`config.mk`:
```
export PLATFORM = sky130hd
export DESIGN_NAME = utf8_line_editor_unit
export DESIGN_NICKNAME = d
export VERILOG_FILES = /design/src/hw/rtl/ule_pkg.sv /design/src/hw/rtl/utf8_line_editor_unit.sv /design/src/hw/rtl/ule_line_mem.sv /design/src/hw/rtl/ule_ctrl.sv
export SDC_FILE = /design/constraint.sdc
export NUM_CORES = 2
export LEC_CHECK = 0
export BUFFER_PORTS_ARGS = -buffer_cell sky130_fd_sc_hd__buf_2
export CAP_MARGIN = 20
export CORE_AREA = 2 2 292 294
export DETAILED_ROUTE_END_ITERATION = 10
export DIE_AREA = 0 0 294 296
export PLACE_DENSITY = 0.72
export SLEW_MARGIN = 20
export SYNTH_ARGS = -nofsm -noshare
export SYNTH_HDL_FRONTEND = slang
export SYNTH_SLANG_ARGS = --single-unit
```
`constraint.sdc`:
```
create_clock -name clk_i -period 4.9 [get_ports clk_i]
set_input_delay 0.245 -clock clk_i [delete_from_list [all_inputs] [get_ports clk_i]]
set_output_delay 0.245 -clock clk_i [all_outputs]
set_load 0.005 [all_outputs]
```
`src/hw/rtl/ule_pkg.sv`:
```
`default_nettype none

package ule_pkg;

  // Default storage depth of the line buffer
  localparam int unsigned LINE_DEPTH_DEF = 128;

  // Configuration register indexes
  localparam logic CFG_LINE_LENGTH = 1'b0;
  localparam logic CFG_ABORT       = 1'b1;

  // Configuration reset values
  localparam logic [7:0] LINE_LENGTH_RST = 8'd64;
  localparam logic       ABORT_RST       = 1'b0;

  // Terminal byte codes
  localparam logic [7:0] BYTE_BEL    = 8'h07;
  localparam logic [7:0] BYTE_BS     = 8'h08;
  localparam logic [7:0] BYTE_TAB    = 8'h09;
  localparam logic [7:0] BYTE_LF     = 8'h0A;
  localparam logic [7:0] BYTE_CR     = 8'h0D;
  localparam logic [7:0] BYTE_ESC    = 8'h1B;
  localparam logic [7:0] BYTE_SPACE  = 8'h20;
  localparam logic [7:0] BYTE_DEL    = 8'h7F;
  localparam logic [7:0] BYTE_IAC    = 8'hFF;
  localparam logic [7:0] BYTE_C0     = 8'hC0;
  localparam logic [7:0] BYTE_C1     = 8'hC1;
  localparam logic [7:0] LEAD_MIN    = 8'hC2;
  localparam logic [7:0] LEAD_MAX    = 8'hF4;
  localparam logic [7:0] BAD_LO      = 8'hF5;

  // Result kinds
  typedef enum logic [1:0] {
    KIND_ECHO  = 2'd0,
    KIND_DONE  = 2'd1,
    KIND_ABORT = 2'd2,
    KIND_READ  = 2'd3
  } kind_e;

  // Input request
  typedef struct packed {
    logic       action;
    logic [7:0] rx_byte;
    logic [6:0] read_index;
  } in_req_t;

  // Result item
  typedef struct packed {
    kind_e      kind;
    logic [7:0] out_byte;
    logic [6:0] line_len;
    logic       last;
  } result_t;

  function automatic result_t make_result(kind_e k, logic [7:0] b, logic [6:0] len);
    result_t r;
    r.kind     = k;
    r.out_byte = b;
    r.line_len = len;
    r.last     = 1'b0;
    return r;
  endfunction

  // UTF-8 continuation byte: 10xxxxxx
  function automatic logic is_cont(logic [7:0] b);
    return b[7:6] == 2'b10;
  endfunction

endpackage

`default_nettype wire

```
`src/hw/rtl/utf8_line_editor_unit.sv`:
```
`default_nettype none
// UTF-8 terminal line editor.
// Request channel (in_valid_i/in_ready_o, in_req_i): one request per received
// console byte (action 0) or per read of the finished line (action 1).
// Result channel (out_valid_o/out_ready_i, out_rsp_o): zero to three results
// per request, the final one flagged by last. Echoes, BS SP BS, CR LF and the
// line-complete / line-aborted notices all come out here.
// Config port (cfg_we_i, cfg_idx_i, cfg_wdata_i): index 0 line_length,
// index 1 abort_on_invalid; write only while the unit is idle.
// Flow: one request at a time. A stored or echoed byte passes through the emit
// state into the result register; a read first does one memory read. Backspace
// makes up to three dependent reads of the line memory. Extra results follow
// one per cycle while the receiver is ready. A request that makes no result
// (dropped byte, TELNET skip) leaves the unit idle.
// Reset clears the counters and restores the config defaults; the line memory
// is not cleared and needs no clearing pass.
// When the receiver stalls, the result register holds and the sequencer
// waits; a new request is taken once the final result sits in the register.
module utf8_line_editor_unit #(
  parameter int unsigned LINE_DEPTH = ule_pkg::LINE_DEPTH_DEF
) (
  input  wire logic             clk_i,
  input  wire logic             rst_ni,
  input  wire logic             in_valid_i,
  output logic                  in_ready_o,
  input  wire ule_pkg::in_req_t in_req_i,
  output logic                  out_valid_o,
  input  wire logic             out_ready_i,
  output ule_pkg::result_t      out_rsp_o,
  input  wire logic             cfg_we_i,
  input  wire logic             cfg_idx_i,
  input  wire logic [7:0]       cfg_wdata_i
);

  import ule_pkg::*;

  localparam int unsigned AW    = $clog2(LINE_DEPTH);
  localparam int unsigned CNT_W = $clog2(LINE_DEPTH + 1);

  logic          mem_we;
  logic [AW-1:0] mem_waddr;
  logic [7:0]    mem_wdata;
  logic          mem_re;
  logic [AW-1:0] mem_raddr;
  logic [7:0]    mem_rdata;

  // Sequencer and counters
  ule_ctrl #(
    .LINE_DEPTH (LINE_DEPTH),
    .AW         (AW),
    .CNT_W      (CNT_W)
  ) u_ctrl (
    .clk_i       (clk_i),
    .rst_ni      (rst_ni),
    .in_valid_i  (in_valid_i),
    .in_ready_o  (in_ready_o),
    .in_req_i    (in_req_i),
    .out_valid_o (out_valid_o),
    .out_ready_i (out_ready_i),
    .out_rsp_o   (out_rsp_o),
    .cfg_we_i    (cfg_we_i),
    .cfg_idx_i   (cfg_idx_i),
    .cfg_wdata_i (cfg_wdata_i),
    .mem_we_o    (mem_we),
    .mem_waddr_o (mem_waddr),
    .mem_wdata_o (mem_wdata),
    .mem_re_o    (mem_re),
    .mem_raddr_o (mem_raddr),
    .mem_rdata_i (mem_rdata)
  );

  // Line buffer
  ule_line_mem #(
    .DEPTH (LINE_DEPTH),
    .AW    (AW)
  ) u_line_mem (
    .clk_i   (clk_i),
    .we_i    (mem_we),
    .waddr_i (mem_waddr),
    .wdata_i (mem_wdata),
    .re_i    (mem_re),
    .raddr_i (mem_raddr),
    .rdata_o (mem_rdata)
  );

endmodule

`default_nettype wire

```
`src/hw/rtl/ule_line_mem.sv`:
```
`default_nettype none

module ule_line_mem #(
  parameter int unsigned DEPTH = 128,
  parameter int unsigned AW    = $clog2(DEPTH)
) (
  input  wire logic          clk_i,
  input  wire logic          we_i,
  input  wire logic [AW-1:0] waddr_i,
  input  wire logic [7:0]    wdata_i,
  input  wire logic          re_i,
  input  wire logic [AW-1:0] raddr_i,
  output logic [7:0]         rdata_o
);

  logic [7:0] mem [DEPTH];
  logic [7:0] rdata_q;

  // Single write port, single registered read port
  always_ff @(posedge clk_i) begin
    if (we_i) begin
      mem[waddr_i] <= wdata_i;
    end
    if (re_i) begin
      rdata_q <= mem[raddr_i];
    end
  end

  assign rdata_o = rdata_q;

endmodule

`default_nettype wire

```
`src/hw/rtl/ule_ctrl.sv`:
```
`default_nettype none

module ule_ctrl #(
  parameter int unsigned LINE_DEPTH = 128,
  parameter int unsigned AW         = $clog2(LINE_DEPTH),
  parameter int unsigned CNT_W      = $clog2(LINE_DEPTH + 1)
) (
  input  wire logic             clk_i,
  input  wire logic             rst_ni,
  // request channel
  input  wire logic             in_valid_i,
  output logic                  in_ready_o,
  input  wire ule_pkg::in_req_t in_req_i,
  // result channel
  output logic                  out_valid_o,
  input  wire logic             out_ready_i,
  output ule_pkg::result_t      out_rsp_o,
  // configuration
  input  wire logic             cfg_we_i,
  input  wire logic             cfg_idx_i,
  input  wire logic [7:0]       cfg_wdata_i,
  // line memory
  output logic                  mem_we_o,
  output logic [AW-1:0]         mem_waddr_o,
  output logic [7:0]            mem_wdata_o,
  output logic                  mem_re_o,
  output logic [AW-1:0]         mem_raddr_o,
  input  wire logic [7:0]       mem_rdata_i
);

  import ule_pkg::*;

  localparam logic [8:0] DEPTH9 = 9'(LINE_DEPTH);

  // Sequencer states
  localparam logic [2:0] ST_IDLE   = 3'd0;
  localparam logic [2:0] ST_RD     = 3'd1;
  localparam logic [2:0] ST_BS     = 3'd2;
  localparam logic [2:0] ST_BS_CHK = 3'd3;
  localparam logic [2:0] ST_EMIT   = 3'd4;

  logic [2:0]       st_q, st_d;
  logic [CNT_W-1:0] wc_q, wc_d;
  logic [CNT_W-1:0] fin_q, fin_d;
  logic [1:0]       pend_q, pend_d;
  logic [1:0]       skip_q, skip_d;
  logic [7:0]       len_cfg_q;
  logic             abort_q;
  result_t          plan_q [3];
  result_t          plan_d [3];
  logic [1:0]       plan_n_q, plan_n_d;
  logic [1:0]       emit_q, emit_d;
  logic [1:0]       scan_q, scan_d;
  logic             hit_q, hit_d;
  logic             out_valid_q, out_valid_d;
  result_t          out_q, out_d;

  logic [7:0]       v;
  logic             v_ctrl_ok;
  logic             invalid;
  logic [1:0]       pend_n;
  logic [CNT_W-1:0] size;
  logic [CNT_W-1:0] size_m1;
  logic [CNT_W-1:0] wc_inc;
  logic [CNT_W-1:0] wc_bs;
  logic [CNT_W-1:0] cr_len;
  logic             out_free;
  logic             emit_last;

  // Effective buffer size: line_length saturated to 2..LINE_DEPTH
  always_comb begin
    if (len_cfg_q < 8'd2) begin
      size = CNT_W'(2);
    end else if ({1'b0, len_cfg_q} > DEPTH9) begin
      size = CNT_W'(LINE_DEPTH);
    end else begin
      size = CNT_W'(len_cfg_q);
    end
    size_m1 = size - CNT_W'(1);
  end

  // Byte classification
  assign v         = in_req_i.rx_byte;
  assign v_ctrl_ok = (v == BYTE_CR) || (v == BYTE_LF) || (v == BYTE_BS) ||
                     (v == BYTE_TAB) || (v == BYTE_BEL) || (v == BYTE_ESC);
  assign invalid   = ((v < BYTE_SPACE) && !v_ctrl_ok) ||
                     ((pend_q == 2'd0) && is_cont(v)) ||
                     (v == BYTE_C0) || (v == BYTE_C1) ||
                     ((v >= BAD_LO) && (v != BYTE_IAC));

  // Continuation tracking for a byte that passes the checks
  always_comb begin
    pend_n = pend_q;
    if (pend_q != 2'd0) begin
      pend_n = is_cont(v) ? pend_q - 2'd1 : 2'd0;
    end
    if ((v >= LEAD_MIN) && (v <= LEAD_MAX)) begin
      if (v[7:3] == 5'b11110) begin
        pend_n = 2'd3;
      end else if (v[7:4] == 4'b1110) begin
        pend_n = 2'd2;
      end else begin
        pend_n = 2'd1;
      end
    end
  end

  assign wc_inc    = wc_q + CNT_W'(1);
  assign wc_bs     = wc_q - CNT_W'(1) - CNT_W'(scan_q);
  assign cr_len    = (wc_q > size_m1) ? size_m1 : wc_q;
  assign out_free  = !out_valid_q || out_ready_i;
  assign emit_last = (emit_q == plan_n_q - 2'd1);

  // Sequencer: decide on accept, read the store, walk back over continuations, emit
  always_comb begin
    st_d        = st_q;
    wc_d        = wc_q;
    fin_d       = fin_q;
    pend_d      = pend_q;
    skip_d      = skip_q;
    plan_d      = plan_q;
    plan_n_d    = plan_n_q;
    emit_d      = emit_q;
    scan_d      = scan_q;
    hit_d       = hit_q;
    out_valid_d = out_valid_q;
    out_d       = out_q;
    mem_we_o    = 1'b0;
    mem_waddr_o = AW'(wc_q);
    mem_wdata_o = v;
    mem_re_o    = 1'b0;
    mem_raddr_o = AW'(in_req_i.read_index);

    if (out_ready_i) begin
      out_valid_d = 1'b0;
    end

    case (st_q)
      ST_IDLE: begin
        emit_d = 2'd0;
        if (in_valid_i) begin
          if (in_req_i.action) begin
            // read request
            mem_re_o = 1'b1;
            hit_d    = 9'(in_req_i.read_index) < 9'(fin_q);
            st_d     = ST_RD;
          end else if (skip_q != 2'd0) begin
            skip_d = skip_q - 2'd1;
          end else if (invalid) begin
            if (abort_q) begin
              wc_d      = '0;
              pend_d    = 2'd0;
              fin_d     = '0;
              plan_d[0] = make_result(KIND_ABORT, 8'd0, 7'd0);
              plan_n_d  = 2'd1;
              st_d      = ST_EMIT;
            end
          end else begin
            pend_d = pend_n;
            if (((v == BYTE_BS) || (v == BYTE_DEL)) && (wc_q != '0)) begin
              plan_d[0] = make_result(KIND_ECHO, BYTE_BS, 7'd0);
              plan_d[1] = make_result(KIND_ECHO, BYTE_SPACE, 7'd0);
              plan_d[2] = make_result(KIND_ECHO, BYTE_BS, 7'd0);
              plan_n_d  = 2'd3;
              scan_d    = 2'd0;
              st_d      = ST_BS;
            end else if (v == BYTE_CR) begin
              plan_d[0] = make_result(KIND_ECHO, BYTE_CR, 7'd0);
              plan_d[1] = make_result(KIND_ECHO, BYTE_LF, 7'd0);
              plan_d[2] = make_result(KIND_DONE, 8'd0, 7'(cr_len));
              plan_n_d  = 2'd3;
              fin_d     = cr_len;
              wc_d      = '0;
              pend_d    = 2'd0;
              st_d      = ST_EMIT;
            end else if ((v < BYTE_SPACE) || (v == BYTE_DEL)) begin
              // other control byte: dropped
            end else if (v == BYTE_IAC) begin
              skip_d = 2'd2;
            end else begin
              // store and echo
              mem_we_o  = 9'(wc_q) < DEPTH9;
              plan_d[0] = make_result(KIND_ECHO, v, 7'd0);
              st_d      = ST_EMIT;
              if (wc_inc >= size) begin
                plan_d[1] = make_result(KIND_DONE, 8'd0, 7'(size_m1));
                plan_n_d  = 2'd2;
                fin_d     = size_m1;
                wc_d      = '0;
                pend_d    = 2'd0;
              end else begin
                plan_n_d = 2'd1;
                wc_d     = wc_inc;
              end
            end
          end
        end
      end

      ST_RD: begin
        plan_d[0] = make_result(KIND_READ, hit_q ? mem_rdata_i : 8'd0, 7'd0);
        plan_n_d  = 2'd1;
        st_d      = ST_EMIT;
      end

      ST_BS: begin
        // look at up to three trailing bytes, never position zero
        if ((9'(scan_q) + 9'd1 < 9'(wc_q)) && (scan_q != 2'd3)) begin
          mem_re_o    = 1'b1;
          mem_raddr_o = AW'(wc_bs);
          st_d        = ST_BS_CHK;
        end else begin
          wc_d = wc_bs;
          st_d = ST_EMIT;
        end
      end

      ST_BS_CHK: begin
        if (is_cont(mem_rdata_i)) begin
          scan_d = scan_q + 2'd1;
          st_d   = ST_BS;
        end else begin
          wc_d = wc_bs;
          st_d = ST_EMIT;
        end
      end

      ST_EMIT: begin
        if (out_free) begin
          out_valid_d = 1'b1;
          out_d       = plan_q[emit_q];
          out_d.last  = emit_last;
          emit_d      = emit_q + 2'd1;
          if (emit_last) begin
            st_d = ST_IDLE;
          end
        end
      end

      default: begin
        st_d = ST_IDLE;
      end
    endcase
  end

  // Control state
  always_ff @(posedge clk_i or negedge rst_ni) begin
    if (!rst_ni) begin
      st_q        <= ST_IDLE;
      wc_q        <= '0;
      fin_q       <= '0;
      pend_q      <= 2'd0;
      skip_q      <= 2'd0;
      plan_n_q    <= 2'd0;
      emit_q      <= 2'd0;
      scan_q      <= 2'd0;
      hit_q       <= 1'b0;
      out_valid_q <= 1'b0;
    end else begin
      st_q        <= st_d;
      wc_q        <= wc_d;
      fin_q       <= fin_d;
      pend_q      <= pend_d;
      skip_q      <= skip_d;
      plan_n_q    <= plan_n_d;
      emit_q      <= emit_d;
      scan_q      <= scan_d;
      hit_q       <= hit_d;
      out_valid_q <= out_valid_d;
    end
  end

  // Result payload
  always_ff @(posedge clk_i) begin
    plan_q <= plan_d;
    out_q  <= out_d;
  end

  // Configuration registers
  always_ff @(posedge clk_i or negedge rst_ni) begin
    if (!rst_ni) begin
      len_cfg_q <= LINE_LENGTH_RST;
      abort_q   <= ABORT_RST;
    end else if (cfg_we_i) begin
      case (cfg_idx_i)
        CFG_LINE_LENGTH: len_cfg_q <= cfg_wdata_i;
        CFG_ABORT:       abort_q   <= cfg_wdata_i[0];
        default: ;
      endcase
    end
  end

  assign in_ready_o  = (st_q == ST_IDLE);
  assign out_valid_o = out_valid_q;
  assign out_rsp_o   = out_q;

endmodule

`default_nettype wire

```
==> metrics.yaml <==
run_status:
  outcome: "finished clean"
synthesis:
  syn_avg_cell_area_um2: 13.5
  synth_top_family_by_area: "simple AND/OR/NAND/NOR gates"
  yosys.area_share.simple: 0.128
  async_reset_ff_frac: 0.0357
  mappedNetlistNets: 3448
  synth_fa_ha_area_frac: 0.00947
  synth-seq-area-share: 0.730
  synth.distinct_cells: 65
  ys_seq_elements: 1119
  yosys_most_used_dff: "edfxtp_1"
  synth_xor_area_frac: 0.00306
  syn_inst: 3384
  synthMuxAreaShare: 0.0348
  synth_edf_count: 1079
  synth_area_um2: 45700
  synth-compound-area-share: 0.0677
  ys_warn_count: 0
sta:
  finalSetupViolCount: 0
  fmax_mhz: 223
  maxSlewHeadroom: 0.244
  maxSlewViolCount: 0
  grt_setup_unrepaired: "false"
  finalCriticalPeriod_ns: 4.48
  hold_viol_final: 0
  min_period_over_period: 0.914
  setup_tns_ns: 0
  tightestPinTransition_ns: 1.13
  fin_worst_skew_ns: 0.0258
final_layout:
  fillCellCount: 6202
  final_cell_mix: "edfxtp_1, nand2_1, nand3_1"
  syn_to_final_growth_pct: 11.4
  final_nets: 3519
  final_util: 0.605
  final_common_cell: "edfxtp_1"
  drive_above_1_share: 0.0953
detailed_routing:
  drc: 0
  detail_route.vias_per_cell: 6.22
  dr.first_iter.drc_count: 4177
  wl_per_cell_um: 25.4
  num_vias: 28800
  drt-total-wl_um: 118000
  ant_nets: 0
  firstDrtPassIters: 6
global_route:
  globalRouteOverflowTotal: 0
  antenna_found_initial: 4
  grt_usage: 0.271
  grt_pass1_wl_um: 175000
  grt_max_degree: 89
  grt_pass1_vias: 27800
clock_tree:
  cts_setup_buffers: 0
  cts_tree: "done"
  insertion_delay_ns: 0.68
  cts.clk_slew.worst_paths_ns: 0.07
  cts.root.buffer_cell: "clkbuf_16"
  cts_sinks: 1119
  htreeDepth: 3
  cts_buffers: 107
  clockBufferDepth: 3
setup_path:
  critPathMaxFanout: 50
  start_kind: "flip-flop"
  critPathKind: "flip-flop to flip-flop"
  crit_arrival_ns: 4.99
  required_ns: 5.41
  end_kind: "flip-flop"
floorplanning:
  fp.dieH_um: 296
  die_w_um: 294
  core_um2: 84200
  start_util: 0.543
  design.die.area_um2: 87000
  rows: 107
  ioPinCount: 50
placement:
  hpwl_um: 71800
  portBuffers: 49
  routabilityCongestion: 0.921
pwr:
  ir_drop_mv: 0.326
  p_per_area_nw_per_um2: 436
  leakage_nw: 17.2
hold_path:
  hp-class: "primary input to flip-flop"
job:
  maxCapViolCount: 0
[power by group]
| part | internal [mW] | total, mW | switching [mW] |
|---|---|---|---|
| combinational | 1.08 | 3.22 | 2.14 |
| sequential | 10.7 | 10.9 | 0.139 |
| clock | 4.62 | 8.15 | 3.53 |
[cells in the mapped netlist, types with 34 or more instances]
| master | n | area [um2] |
|---|---|---|
| nor2_1 | 181 | 679 |
| a32oi_1 | 129 | 1130 |
| nand2_1 | 831 | 3120 |
| inv_1 | 36 | 135 |
| nand3_1 | 276 | 1380 |
| clkbuf_1 | 77 | 289 |
| edfxtp_1 | 1079 | 32400 |
| o21ai_0 | 34 | 170 |
| dfrtp_1 | 39 | 976 |
| mux2i_1 | 141 | 1410 |
| a31oi_1 | 132 | 826 |
| buf_2 | 89 | 445 |
[critical path, cell delays in order (launching register included)]
cell      delay (ns)
dfrtp_1         0.42
ha_1            0.30
ha_1            0.34
nand3b_1        0.15
a211oi_4        0.45
o211a_4         0.44
buf_12          0.27
buf_12          0.29
mux2i_1         0.16
a32oi_1         0.20
a31oi_1         0.17
nor4_1          0.70
buf_4           0.22
a22oi_1         0.05
o221ai_1        0.11
[layer usage]
metal | wire [um] | GRT usage
met5 | 41 | 0
met4 | 4290 | 0.105
met3 | 12400 | 0.0555
met2 | 55400 | 0.431
met1 | 45800 | 0.369
[state kept, by name, summed over array words and instances (netlist names)]
name                count
u_ctrl.skip_q           2
u_ctrl.wc_q             8
u_ctrl.len_cfg_q        8
u_ctrl.pend_q           2
u_ctrl.hit_q            1
u_ctrl.out_rsp_o       18
u_line_mem.rdata_o      8
u_line_mem.mem       1024
u_ctrl.abort_q          1
u_ctrl.plan_n_q         2
u_ctrl.st_q             3
u_ctrl.fin_q            8
u_ctrl.emit_q           2
u_ctrl.plan_q          29
u_ctrl.scan_q           2
u_ctrl.out_valid_o      1
[metrics by stage]
step,hold WS (ns),std cells,power [mW],setup slack [ns],area [um2]
2_1_floorplan,-0.0506,3384,13.1,1.30,45700
3_3_place_gp,0.354,4418,14.2,0.532,47300
6_report,0.0313,4638,22.2,0.421,51000
3_5_place_dp,0.354,4418,14.2,0.474,47300
5_1_grt,0.0307,4635,23.0,0.330,50900
4_1_cts,0.0141,4635,22.3,0.461,50900
[worst paths after layout]
check / from / endpoint / slack, ns / cells after the start
setup reg to reg: u_ctrl.scan_q[1] / u_line_mem.rdata_o[0] / 0.42 / 14
min in group asynchronous: rst_ni / u_ctrl.len_cfg_q[2] / 0.18 / 3
hold / removal: in_req_i[10] / u_line_mem.mem[3][3] / 0.03 / 1
setup / recovery: u_ctrl.scan_q[1] / u_line_mem.rdata_o[0] / 0.42 / 14
hold reg to reg: u_ctrl.hit_q / u_ctrl.hit_q / 0.50 / 2
max in group asynchronous: rst_ni / u_ctrl.st_q[2] / 4.32 / 3
[cell type report]
cell class	count	area [um2]	share of cell area
inverter	37	139	0.00273
antenna	3	7.51	0.000147
clock buffer	135	2870	0.0563
multi-input combinational	2020	11200	0.219
timing repair buffer	170	1410	0.0276
tap	1090	1360	0.0268
sequential	1119	33400	0.656
clock inverter	64	581	0.0114
[cells by family (layout without fill, tap and decap cells)]
family,Yosys count,after routing
AND/OR/NAND/NOR,1394,1394
flip-flops,1119,1119
AO/OA/AOI/OAI,419,419
buffers and inverters,245,406
multiplexers,156,156
adder cells (fa/ha/maj),34,34
XOR/XNOR,16,16
other,1,4
[what timing repair did]
item	in CTS	in global routing
hold buffers	18	0
hold endpoints to repair	55	0
resized for setup	0	0
No activity file was read; power rests on OpenSTA's default activity.
